**config.mk**
```make
export PLATFORM = sky130hd
export DESIGN_NAME = gregorian_date_add_days_unit
export DESIGN_NICKNAME = d
export VERILOG_FILES = /design/src/design/gdad_pkg.sv /design/src/design/gregorian_date_add_days_unit.sv /design/src/design/gdad_leap_unit.sv /design/src/design/gdad_month_step.sv
export VERILOG_INCLUDE_DIRS = /design/src /design/src/design
export SDC_FILE = /design/constraint.sdc
export NUM_CORES = 1
export LEC_CHECK = 0
export BUFFER_PORTS_ARGS = -buffer_cell sky130_fd_sc_hd__buf_2
export CAP_MARGIN = 10
export CORE_MARGIN = 3
export CORE_UTILIZATION = 36
export DETAILED_ROUTE_END_ITERATION = 16
export GPL_TIMING_DRIVEN = 1
export PLACE_DENSITY_LB_ADDON = 0.05
export SYNTH_ARGS = -nofsm -noshare
export SYNTH_HDL_FRONTEND = slang
export SYNTH_SLANG_ARGS = --single-unit
```
**constraint.sdc**
```tcl
create_clock -name clk_i -period 6.59 [get_ports clk_i]
set_input_delay 1.977 -clock clk_i [delete_from_list [all_inputs] [get_ports clk_i]]
set_output_delay 1.977 -clock clk_i [all_outputs]
set_load 0.005 [all_outputs]
```
**src/design/gregorian_date_add_days_unit_assert.svh**
```systemverilog
// Assertion macros for the date add unit.
// Used by the top level only; no other dependencies.
`ifndef GREGORIAN_DATE_ADD_DAYS_UNIT_ASSERT_SVH
`define GREGORIAN_DATE_ADD_DAYS_UNIT_ASSERT_SVH

`ifndef SYNTHESIS
`define GDAD_ASSERT_IMPL(label, clk, rst_n, ante, cons, msg) \
  label: assert property (@(posedge clk) disable iff (!rst_n) (ante) |-> (cons)) \
    else $error(msg);
`define GDAD_ASSERT_NEXT(label, clk, rst_n, ante, cons, msg) \
  label: assert property (@(posedge clk) disable iff (!rst_n) (ante) |=> (cons)) \
    else $error(msg);
`else
`define GDAD_ASSERT_IMPL(label, clk, rst_n, ante, cons, msg)
`define GDAD_ASSERT_NEXT(label, clk, rst_n, ante, cons, msg)
`endif

`endif

```
**src/design/gdad_pkg.sv**
```systemverilog
// Shared types, constants and a calendar function for the date add unit.
// No dependencies.
`timescale 1ns / 1ps
`default_nettype none

package gdad_pkg;

  localparam int unsigned DayW   = 5;
  localparam int unsigned MonthW = 4;
  localparam int unsigned YearW  = 14;
  localparam int unsigned CountW = 12;

  localparam logic [YearW-1:0]  YearMax  = 14'd9999;
  localparam logic [MonthW-1:0] MonthJan = 4'd1;
  localparam logic [MonthW-1:0] MonthFeb = 4'd2;
  localparam logic [MonthW-1:0] MonthApr = 4'd4;
  localparam logic [MonthW-1:0] MonthJun = 4'd6;
  localparam logic [MonthW-1:0] MonthSep = 4'd9;
  localparam logic [MonthW-1:0] MonthNov = 4'd11;
  localparam logic [MonthW-1:0] MonthDec = 4'd12;

  localparam logic [DayW-1:0] DaysLeapFeb = 5'd29;
  localparam logic [DayW-1:0] DaysFeb     = 5'd28;
  localparam logic [DayW-1:0] DaysShort   = 5'd30;
  localparam logic [DayW-1:0] DaysLong    = 5'd31;

  // Reciprocal of 25, exact for every 14-bit year: q = (y * Recip25) >> Recip25Shift
  localparam logic [14:0]   Recip25      = 15'd20972;
  localparam int unsigned   Recip25Shift = 19;
  localparam int unsigned   ProdW        = YearW + 15;
  localparam int unsigned   QuotW        = ProdW - Recip25Shift;
  localparam logic [4:0]    Div25        = 5'd25;

  typedef struct packed {
    logic [DayW-1:0]   day;
    logic [MonthW-1:0] month;
    logic [CountW-1:0] left;
    logic              year_inc;
  } step_t;

  function automatic logic [DayW-1:0] month_len(input logic [MonthW-1:0] m,
                                                input logic leap);
    logic [DayW-1:0] len;
    if (m == MonthFeb) begin
      len = leap ? DaysLeapFeb : DaysFeb;
    end else if (m == MonthApr || m == MonthJun || m == MonthSep || m == MonthNov) begin
      len = DaysShort;
    end else begin
      len = DaysLong;
    end
    return len;
  endfunction

endpackage

`default_nettype wire

```
**src/design/gregorian_date_add_days_unit.sv**
```systemverilog
// Top level of the date add unit: sequencer, leap unit and month stepper.
// Depends on gdad_pkg, gdad_leap_unit, gdad_month_step and the assertion header.
//
// Takes a start date and a day count, checks the date against the Gregorian
// calendar and walks forward one month per cycle, pausing at each year boundary
// to recompute the leap flag. The walk runs through the single month stepper.
// in_stall_o is high from acceptance until the result is placed in the output
// register; a result waiting on out_stall_i holds the next one back only once
// that one is ready to be written, at the end of its walk or at the check of an
// invalid start date. An invalid start date, or a result past year 9999, gives
// date_valid_o low and zero fields.
`timescale 1ns / 1ps
`default_nettype none
`include "gregorian_date_add_days_unit_assert.svh"

module gregorian_date_add_days_unit (
  input  wire logic                          clk_i,
  input  wire logic                          rst_ni,
  input  wire logic                          in_valid_i,
  output logic                               in_stall_o,
  input  wire logic [gdad_pkg::DayW-1:0]     start_day_i,
  input  wire logic [gdad_pkg::MonthW-1:0]   start_month_i,
  input  wire logic [gdad_pkg::YearW-1:0]    start_year_i,
  input  wire logic [gdad_pkg::CountW-1:0]   day_count_i,
  output logic                               out_valid_o,
  input  wire logic                          out_stall_i,
  output logic [gdad_pkg::DayW-1:0]          due_day_o,
  output logic [gdad_pkg::MonthW-1:0]        due_month_o,
  output logic [gdad_pkg::YearW-1:0]         due_year_o,
  output logic                               date_valid_o
);

  localparam logic [2:0] S_IDLE  = 3'd0;
  localparam logic [2:0] S_LEAP1 = 3'd1;
  localparam logic [2:0] S_LEAP2 = 3'd2;
  localparam logic [2:0] S_CHECK = 3'd3;
  localparam logic [2:0] S_WALK  = 3'd4;

  logic [2:0]                    state_q, state_d;
  logic                          chk_q, chk_d;
  logic                          leap_q, leap_d;
  logic [gdad_pkg::DayW-1:0]     day_q, day_d;
  logic [gdad_pkg::MonthW-1:0]   month_q, month_d;
  logic [gdad_pkg::YearW-1:0]    year_q, year_d;
  logic [gdad_pkg::CountW-1:0]   left_q, left_d;

  logic                          out_valid_q, out_valid_d;
  logic [gdad_pkg::DayW-1:0]     res_day_q, res_day_d;
  logic [gdad_pkg::MonthW-1:0]   res_month_q, res_month_d;
  logic [gdad_pkg::YearW-1:0]    res_year_q, res_year_d;
  logic                          res_ok_q, res_ok_d;

  logic                          leap;
  gdad_pkg::step_t               step;
  logic                          in_fire, out_free, start_ok;

  gdad_leap_unit u_leap (
    .clk_i  (clk_i),
    .year_i (year_q),
    .leap_o (leap)
  );

  gdad_month_step u_step (
    .day_i   (day_q),
    .month_i (month_q),
    .left_i  (left_q),
    .leap_i  (leap_q),
    .step_o  (step)
  );

  assign in_stall_o = (state_q != S_IDLE);
  assign in_fire    = in_valid_i && !in_stall_o;
  assign out_free   = !out_valid_q || !out_stall_i;

  assign start_ok = (year_q <= gdad_pkg::YearMax) && (month_q != '0) &&
                    (month_q <= gdad_pkg::MonthDec) && (day_q != '0) &&
                    (day_q <= gdad_pkg::month_len(month_q, leap_q));

  always_comb begin
    state_d     = state_q;
    chk_d       = chk_q;
    leap_d      = leap_q;
    day_d       = day_q;
    month_d     = month_q;
    year_d      = year_q;
    left_d      = left_q;
    out_valid_d = out_valid_q && out_stall_i;
    res_day_d   = res_day_q;
    res_month_d = res_month_q;
    res_year_d  = res_year_q;
    res_ok_d    = res_ok_q;

    unique case (state_q)
      S_IDLE: begin
        if (in_fire) begin
          day_d   = start_day_i;
          month_d = start_month_i;
          year_d  = start_year_i;
          left_d  = day_count_i;
          chk_d   = 1'b1;
          state_d = S_LEAP1;
        end
      end
      S_LEAP1: state_d = S_LEAP2;
      S_LEAP2: begin
        leap_d  = leap;
        state_d = chk_q ? S_CHECK : S_WALK;
      end
      S_CHECK: begin
        chk_d = 1'b0;
        if (start_ok) begin
          state_d = S_WALK;
        end else if (out_free) begin
          out_valid_d = 1'b1;
          res_day_d   = '0;
          res_month_d = '0;
          res_year_d  = '0;
          res_ok_d    = 1'b0;
          state_d     = S_IDLE;
        end
      end
      S_WALK: begin
        if (left_q == '0) begin
          // hold until the output register is free
          if (out_free) begin
            out_valid_d = 1'b1;
            res_ok_d    = (year_q <= gdad_pkg::YearMax);
            res_day_d   = res_ok_d ? day_q : '0;
            res_month_d = res_ok_d ? month_q : '0;
            res_year_d  = res_ok_d ? year_q : '0;
            state_d     = S_IDLE;
          end
        end else begin
          day_d   = step.day;
          month_d = step.month;
          left_d  = step.left;
          if (step.year_inc) begin
            year_d  = year_q + gdad_pkg::YearW'(1);
            state_d = S_LEAP1;
          end
        end
      end
      default: state_d = S_IDLE;
    endcase
  end

  always_ff @(posedge clk_i or negedge rst_ni) begin
    if (!rst_ni) begin
      state_q     <= S_IDLE;
      chk_q       <= 1'b0;
      out_valid_q <= 1'b0;
    end else begin
      state_q     <= state_d;
      chk_q       <= chk_d;
      out_valid_q <= out_valid_d;
    end
  end

  always_ff @(posedge clk_i) begin
    leap_q      <= leap_d;
    day_q       <= day_d;
    month_q     <= month_d;
    year_q      <= year_d;
    left_q      <= left_d;
    res_day_q   <= res_day_d;
    res_month_q <= res_month_d;
    res_year_q  <= res_year_d;
    res_ok_q    <= res_ok_d;
  end

  assign out_valid_o  = out_valid_q;
  assign due_day_o    = res_day_q;
  assign due_month_o  = res_month_q;
  assign due_year_o   = res_year_q;
  assign date_valid_o = res_ok_q;

  `GDAD_ASSERT_NEXT(a_accept_busy, clk_i, rst_ni, in_fire, state_q == S_LEAP1, "accepted transaction did not start")
  `GDAD_ASSERT_NEXT(a_walk_progress, clk_i, rst_ni, state_q == S_WALK && left_q != '0, left_q < $past(left_q), "month walk made no progress")
  `GDAD_ASSERT_IMPL(a_invalid_zero, clk_i, rst_ni, out_valid_o && !date_valid_o, due_day_o == '0 && due_month_o == '0 && due_year_o == '0, "invalid result carries a date")
  `GDAD_ASSERT_IMPL(a_valid_date, clk_i, rst_ni, out_valid_o && date_valid_o, due_day_o != '0 && due_month_o != '0 && due_month_o <= gdad_pkg::MonthDec && due_year_o <= gdad_pkg::YearMax, "valid result out of calendar range")

endmodule

`default_nettype wire

```
**src/design/gdad_leap_unit.sv**
```systemverilog
// Leap year test: registered reciprocal multiply, then remainder check.
// Depends on gdad_pkg. Result is valid in the cycle after year_i settles.
`timescale 1ns / 1ps
`default_nettype none

module gdad_leap_unit (
  input  wire logic                        clk_i,
  input  wire logic [gdad_pkg::YearW-1:0]  year_i,
  output logic                             leap_o
);

  logic [gdad_pkg::ProdW-1:0] prod_q;
  logic [gdad_pkg::QuotW-1:0] quot;
  logic [gdad_pkg::YearW-1:0] rem;
  logic                       div4, div16, div25;

  always_ff @(posedge clk_i) begin
    prod_q <= gdad_pkg::ProdW'(year_i) * gdad_pkg::ProdW'(gdad_pkg::Recip25);
  end

  always_comb begin
    quot  = prod_q[gdad_pkg::ProdW-1:gdad_pkg::Recip25Shift];
    rem   = year_i - (gdad_pkg::YearW'(quot) * gdad_pkg::YearW'(gdad_pkg::Div25));
    div25 = (rem == '0);
    div4  = (year_i[1:0] == 2'd0);
    div16 = (year_i[3:0] == 4'd0);
    // divisible by 4 but not by 100, or by 400
    leap_o = (div4 && !div25) || (div16 && div25);
  end

endmodule

`default_nettype wire

```
**src/design/gdad_month_step.sv**
```systemverilog
// One step of the month walk: advance to the end of the month or by the rest.
// Depends on gdad_pkg.
`timescale 1ns / 1ps
`default_nettype none

module gdad_month_step (
  input  wire logic [gdad_pkg::DayW-1:0]   day_i,
  input  wire logic [gdad_pkg::MonthW-1:0] month_i,
  input  wire logic [gdad_pkg::CountW-1:0] left_i,
  input  wire logic                        leap_i,
  output gdad_pkg::step_t                  step_o
);

  logic [gdad_pkg::DayW-1:0] len;
  logic [gdad_pkg::DayW:0]   room, take, dsum;

  always_comb begin
    len  = gdad_pkg::month_len(month_i, leap_i);
    room = {1'b0, len} - {1'b0, day_i} + 6'd1;
    take = (left_i < gdad_pkg::CountW'(room)) ? left_i[gdad_pkg::DayW:0] : room;
    dsum = {1'b0, day_i} + take;
    step_o.left     = left_i - gdad_pkg::CountW'(take);
    step_o.year_inc = 1'b0;
    if (dsum > {1'b0, len}) begin
      // roll over into the next month
      step_o.day = gdad_pkg::DayW'(1);
      if (month_i == gdad_pkg::MonthDec) begin
        step_o.month    = gdad_pkg::MonthJan;
        step_o.year_inc = 1'b1;
      end else begin
        step_o.month = month_i + gdad_pkg::MonthW'(1);
      end
    end else begin
      step_o.day   = dsum[gdad_pkg::DayW-1:0];
      step_o.month = month_i;
    end
  end

endmodule

`default_nettype wire

```
# Word-level counts from Yosys, hierarchy flattened
# Cells that the tools add are included.
[op_classes]
n_eq_ne = 19
n_mux = 57
mul = 2
addsub = 7
reduce_logical = 34
n_lt_le_gt_ge = 5
[op_table]
columns = ["cell", "count"]
rows = [
  ["2-to-1 mux 14 bit", 8],
  ["one-hot mux 14 bit (2 select lines)", 2],
  ["2-to-1 mux 5 bit", 8],
  ["2-to-1 mux 4 bit", 8],
  ["multiplier 14 x 13 -> 27 bit, second input constant", 1],
  ["2-to-1 mux 12 bit", 2],
  ["one-hot mux 12 bit (2 select lines)", 1],
  ["one-hot mux 5 bit (2 select lines)", 2],
  ["2-to-1 mux 3 bit", 6],
  ["one-hot mux 4 bit (2 select lines)", 2],
  ["one-hot mux 3 bit (5 select lines)", 1],
  ["adder 14 x 1 -> 14 bit, second input constant", 1],
  ["<= comparator 14 bit, second input constant", 1],
  ["zero test 14 bit", 1],
  ["multiplier 10 x 5 -> 14 bit, second input constant", 1],
  ["!= test 2 bit, second input constant", 7],
  ["subtractor 14 bit", 1],
  ["== test 4 bit, second input constant", 3],
  ["zero test 12 bit", 1],
  ["< comparator 12 x 6 -> 1 bit", 1],
  ["2-to-1 mux 1 bit", 12],
  ["subtractor 12 x 6 -> 12 bit", 1],
  ["2-to-1 mux 9 bit", 1],
  ["== test 4 x 3 -> 1 bit, second input constant", 2],
  ["other kinds (29)", 50],
]
[word_totals]
output_inout_bits = 26
regBits = 92
input_bits = 39
word_cells = 137

# Longest topological paths before layout
[logic_depth]
depth_word = 16
ltp_mapped = 28
mapped_depth_nobuf = 27

# Hierarchy
# Synthesis repeated with hierarchy kept, for this count alone.
[hier_totals]
hier_cells = 949
area_unflattened_um2 = 9315.2
[by_module_without_submodules]
columns = ["module", "area_each_um2", "n_inst", "cells_each", "seq_area_each_um2"]
rows = [
  ["gdad_leap_unit", 4976.0, 1, 506, 200.2],
  ["gregorian_date_add_days_unit", 3104.2, 1, 281, 1926.8],
  ["gdad_month_step", 1234.9, 1, 162, 0.0],
]

# Worst setup path after synthesis
# No wires, ideal clock.
[synth_path]
path_kind = "register -> register"
startpoint = "register month_q[0] in the netlist's numbering"
endpoint = "register year_q[0] in the netlist's numbering, enable pin"
t_arrival_ns = 5.844
required_time_ns = 6.187
setup_ns = 0.403
synth_period_minus_slack_ns = 6.246
path_buffers = 1
stages_incl_launch_ff = 25
slack_ns = 0.344
cell_sequence = "edfxtp_1 > inv_1 > ha_1 > o21ai_0 > o21ai_0 > o21ai_0 > ha_1 > ha_1 > fa_1 > inv_1 > ha_1 > a21o_1 > a31oi_1 > o211a_1 > buf_6 > mux2_2 > ha_1 > inv_1 > fa_1 > inv_1 > ha_1 > a21o_1 > nor4_1 > nor3_2 > nor3_1"
[synth_between]
elab_chain_len = 15
elab_cells_between_ends = 21
cone_classes = "add/sub: 3; order compare: 2; eq/ne: 7; mux: 5; reduce/logical: 4"
[synth_rtl]
columns = ["element", "line_no", "text"]
rows = [
  ["start: declaration", "gregorian_date_add_days_unit.sv:43", "logic [gdad_pkg::MonthW-1:0] month_q, month_d;"],
  ["start signal: assignment", "gregorian_date_add_days_unit.sv:162", "month_q <= month_d;"],
  ["== test 4 x 3 -> 1 bit", "gdad_pkg.sv:46", "end else if (m == MonthApr || m == MonthJun || m == MonthSep || m == MonthNov) begin"],
  ["logical OR 1 bit (3 in series)", "gdad_pkg.sv:46", ""],
  ["2-to-1 mux 1 bit", "gdad_pkg.sv:46", ""],
  ["2-to-1 mux 5 bit", "gdad_pkg.sv:44", "if (m == MonthFeb) begin"],
  ["subtractor 5 x 5 -> 6 bit", "gdad_month_step.sv:19", "room = {1'b0, len} - {1'b0, day_i} + 6'd1;"],
  ["adder 6 x 1 -> 6 bit", "gdad_month_step.sv:19", ""],
  ["< comparator 12 x 6 -> 1 bit", "gdad_month_step.sv:20", "take = (left_i < gdad_pkg::CountW'(room)) ? left_i[gdad_pkg::DayW:0] : room;"],
  ["2-to-1 mux 6 bit", "gdad_month_step.sv:20", ""],
  ["adder 5 x 6 -> 6 bit", "gdad_month_step.sv:21", "dsum = {1'b0, day_i} + take;"],
  ["greater-than comparator 6 x 5 -> 1 bit", "gdad_month_step.sv:24", "if (dsum > {1'b0, len}) begin"],
  ["2-to-1 mux 1 bit (*)", "gdad_month_step.sv:24", ""],
  ["!= test 2 bit (no source line) (*)", "-", ""],
  ["AND reduction 4 bit (no source line) (*)", "-", ""],
  ["end signal: assignment", "gregorian_date_add_days_unit.sv:163", "year_q <= year_d;"],
  ["end: declaration", "gregorian_date_add_days_unit.sv:44", "logic [gdad_pkg::YearW-1:0] year_q, year_d;"],
]
# Mark *: on every way between the ends. The rest lies on a longest branch, timed or not.
# A chain may end at the register's enable or synchronous reset.

# Worst setup path in the final report
[layout_path]
startpoint = "register month_q[0] in the netlist's numbering"
endpoint = "register year_q[10] in the netlist's numbering, enable pin"
# Same word-level chain as after synthesis.

==> impl_metrics.tcl <==
set metrics [dict create \
    grt_max_degree 61 \
    post_dp_cell_area_um2 10040 \
    final_area_um2 10370 \
    fp.dieW_um 166.6 \
    syn_avg_cell_area_um2 9.735 \
    drive_gt1_frac 0.1108 \
    yosysTopAreaCell "ha_1" \
    tightestPinTransition_ns 0.7774 \
    rsz0062_at_grt "false" \
    cts_root_buffer "clkbuf_16" \
    clk_latency_ns 0.36 \
    clockBufferDepth 2 \
    cts_tree "yes" \
    min_period_ns 5.958 \
    synth_edf_count 60 \
    synth_simple_gate_area_frac 0.1045 \
    wl_per_cell_um 16.92 \
    cp-end-kind "register" \
    fin_skew_ns 0.01556 \
    maxCapViolCount 0 \
    dr.pass1.iters 5 \
    synth-xor-area-share 0.04230 \
    diodes 0 \
    start_util 0.3678 \
    synth_top_family_by_area "adder cells" \
    vias 6560 \
    grt_pass1_vias 6917 \
    startpoint_type "register" \
    required_ns 6.64 \
    synth_compound_area_frac 0.1029 \
    cts.sinks 75 \
    cts_buffers 9 \
    synthFlopType "edfxtp_1" \
    ant_nets 0 \
    ys_ff_latch 75 \
    nFillCells 2611 \
    syn_area_um2 9288 \
    clock.fmax_mhz 167.8 \
    grt.total_usage 0.1729 \
    coreArea_um2 25250 \
    synthMuxAreaShare 0.006332 \
    async_reset_ff_frac 0.06667 \
    slew_viol_final 0 \
    path_clk_slew_ns 0.07 \
    ys_seq_area_frac 0.2290 \
    maxSlewHeadroom 0.4811 \
    drt-vias-per-instance 4.827 \
    period_share 0.9042 \
    core.rowCount 58 \
    worstPathArrival_ns 6.01 \
    fin_nets 1330 \
    synth_top_area_frac 0.2492 \
    dp_hpwl_mm 19.05 \
    postCtsHoldBufs 0 \
    h-tree-depth 3 \
    postCtsSetupBuffers 0 \
    drtIter0Drc 353 \
    overflow 0 \
    synth.most_common_cell "inv_1" \
    drt_wl_total_mm 22.99 \
    synth.area.top_cells "ha_1 25%, edfxtp_1 19%, fa_1 18%" \
    hold_path_class "register to register" \
    synth_fa_ha_area_frac 0.4260 \
    setup_viol 0 \
    die_h_um 166.6 \
    hold_viol 0 \
    syn-num-nets 1260 \
    syn_to_final_growth_pct 11.64 \
    ys_top_cells_by_count "203 x inv_1, 185 x ha_1, 82 x fa_1, 61 x nand2_1, 60 x edfxtp_1" \
    synth_cell_types 67 \
    crit_type "register to register" \
    portBuffers 64 \
    path_max_fanout 14 \
    yosys_warnings 0 \
    dieArea_um2 27760 \
    grt_pass1_wl_mm 37.91 \
    tns_ns 0 \
    drc_errors 0 \
    status "finished, final reports clean" \
    antenna_found_initial 0 \
    gp_congestion 0.8139 \
    io_pins 65 \
    syn_inst 954 \
]
-- critical path: stages, from the launching register on --
cell	delay, ns
edfxtp_1	0.45
inv_1	0.16
ha_1	0.18
inv_1	0.05
nor3_1	0.38
ha_1	0.32
inv_1	0.06
ha_1	0.18
fa_1	0.43
inv_1	0.10
ha_1	0.25
a21o_1	0.18
a31oi_1	0.14
o211a_1	0.37
mux2_2	0.41
ha_1	0.20
inv_1	0.07
fa_1	0.42
inv_1	0.07
ha_1	0.23
a21o_1	0.20
nor4_2	0.24
nor3_2	0.13
nor3_2	0.18
buf_4	0.25
-- layer usage --
layer / GRT usage / part of all wire / wire length [µm] / vias to the layer above
met2: 0.2644 / 0.43 / 9997 / 90
li1: - / - / - / 3343
met4: 0.03479 / 0.011 / 250 / 0
met5: 0 / 0 / 0 / -
met1: 0.2631 / 0.53 / 12090 / 3109
met3: 0.02231 / 0.028 / 651 / 18
-- final cells by class --
cell class | count | area, µm² | area share
Multi-Input combinational cell | 661 | 6351 | 0.6125
Sequential cell | 75 | 2127 | 0.2051
Tap cell | 330 | 412.9 | 0.03982
Inverter | 203 | 762.0 | 0.07349
Clock inverter | 7 | 95.09 | 0.009171
Timing Repair Buffer | 74 | 395.4 | 0.03813
Clock buffer | 9 | 225.2 | 0.02172
-- placed cells by master, fill, tap and decap left out, drive strengths merged, types with 7 or more instances in the layout --
cell	count
nor2	34
xor2	14
and2	7
nand3	16
nand2	61
a21oi	37
xnor2	30
a21o	16
inv	207
nor3	36
o21ai	42
dfxtp	10
edfxtp	60
fa	82
ha	185
clkbuf	9
buf	74
-- metrics by stage --
stage / instances / setup slack [ns] / util / hold slack, ns
after global placement: 1343 / 0.5235 / 0.3976 / 0.5394
after CTS: 1359 / 0.4536 / 0.4103 / 0.5634
after global routing: 1359 / 0.1741 / 0.4106 / 0.6141
after floorplan: 954 / 0.3437 / - / 0.5093
after detailed placement: 1343 / 0.4931 / 0.3976 / 0.5487
final: 1359 / 0.6315 / 0.4106 / 0.5603
-- final timing paths --
check	slack (ns)	to	startpoint	depth (start not counted)
min	0.56	state_q[1]	chk_q	1
max	0.63	year_q[10]	month_q[0]	24
max in group asynchronous	4.99	chk_q	rst_ni	1
min reg2reg	0.56	state_q[1]	chk_q	1
min in group asynchronous	1.44	out_valid_o	rst_ni	1
max reg2reg	0.63	year_q[10]	month_q[0]	24
-- logic make-up (layout without fill, tap and decap cells) --
family,after synthesis,in the layout
fa+ha+maj,267,267
flops,75,75
compound gates,148,148
buf+inv,218,293
mux,5,5
simple gates,197,197
xor+xnor,44,44
-- state kept, by name, indices dropped and copies added, names as in the netlist --
| register | cells |
|---|---|
| due_year_o | 14 |
| year_q | 14 |
| left_q | 12 |
| u_leap.prod_q | 10 |
| day_q | 5 |
| due_day_o | 5 |
| due_month_o | 4 |
| month_q | 4 |
| state_q | 3 |
| chk_q | 1 |
| date_valid_o | 1 |
| leap_q | 1 |
| out_valid_o | 1 |
-- what timing repair did --
item | in CTS | in global routing
setup endpoints to repair | 0 | 14
gates resized for setup | 0 | 1
hold endpoints to repair | 0 | 0
Power is left out: the tool's default activity adds up to more than one toggle a clock period on the data nets, which glitch-free logic cannot reach.
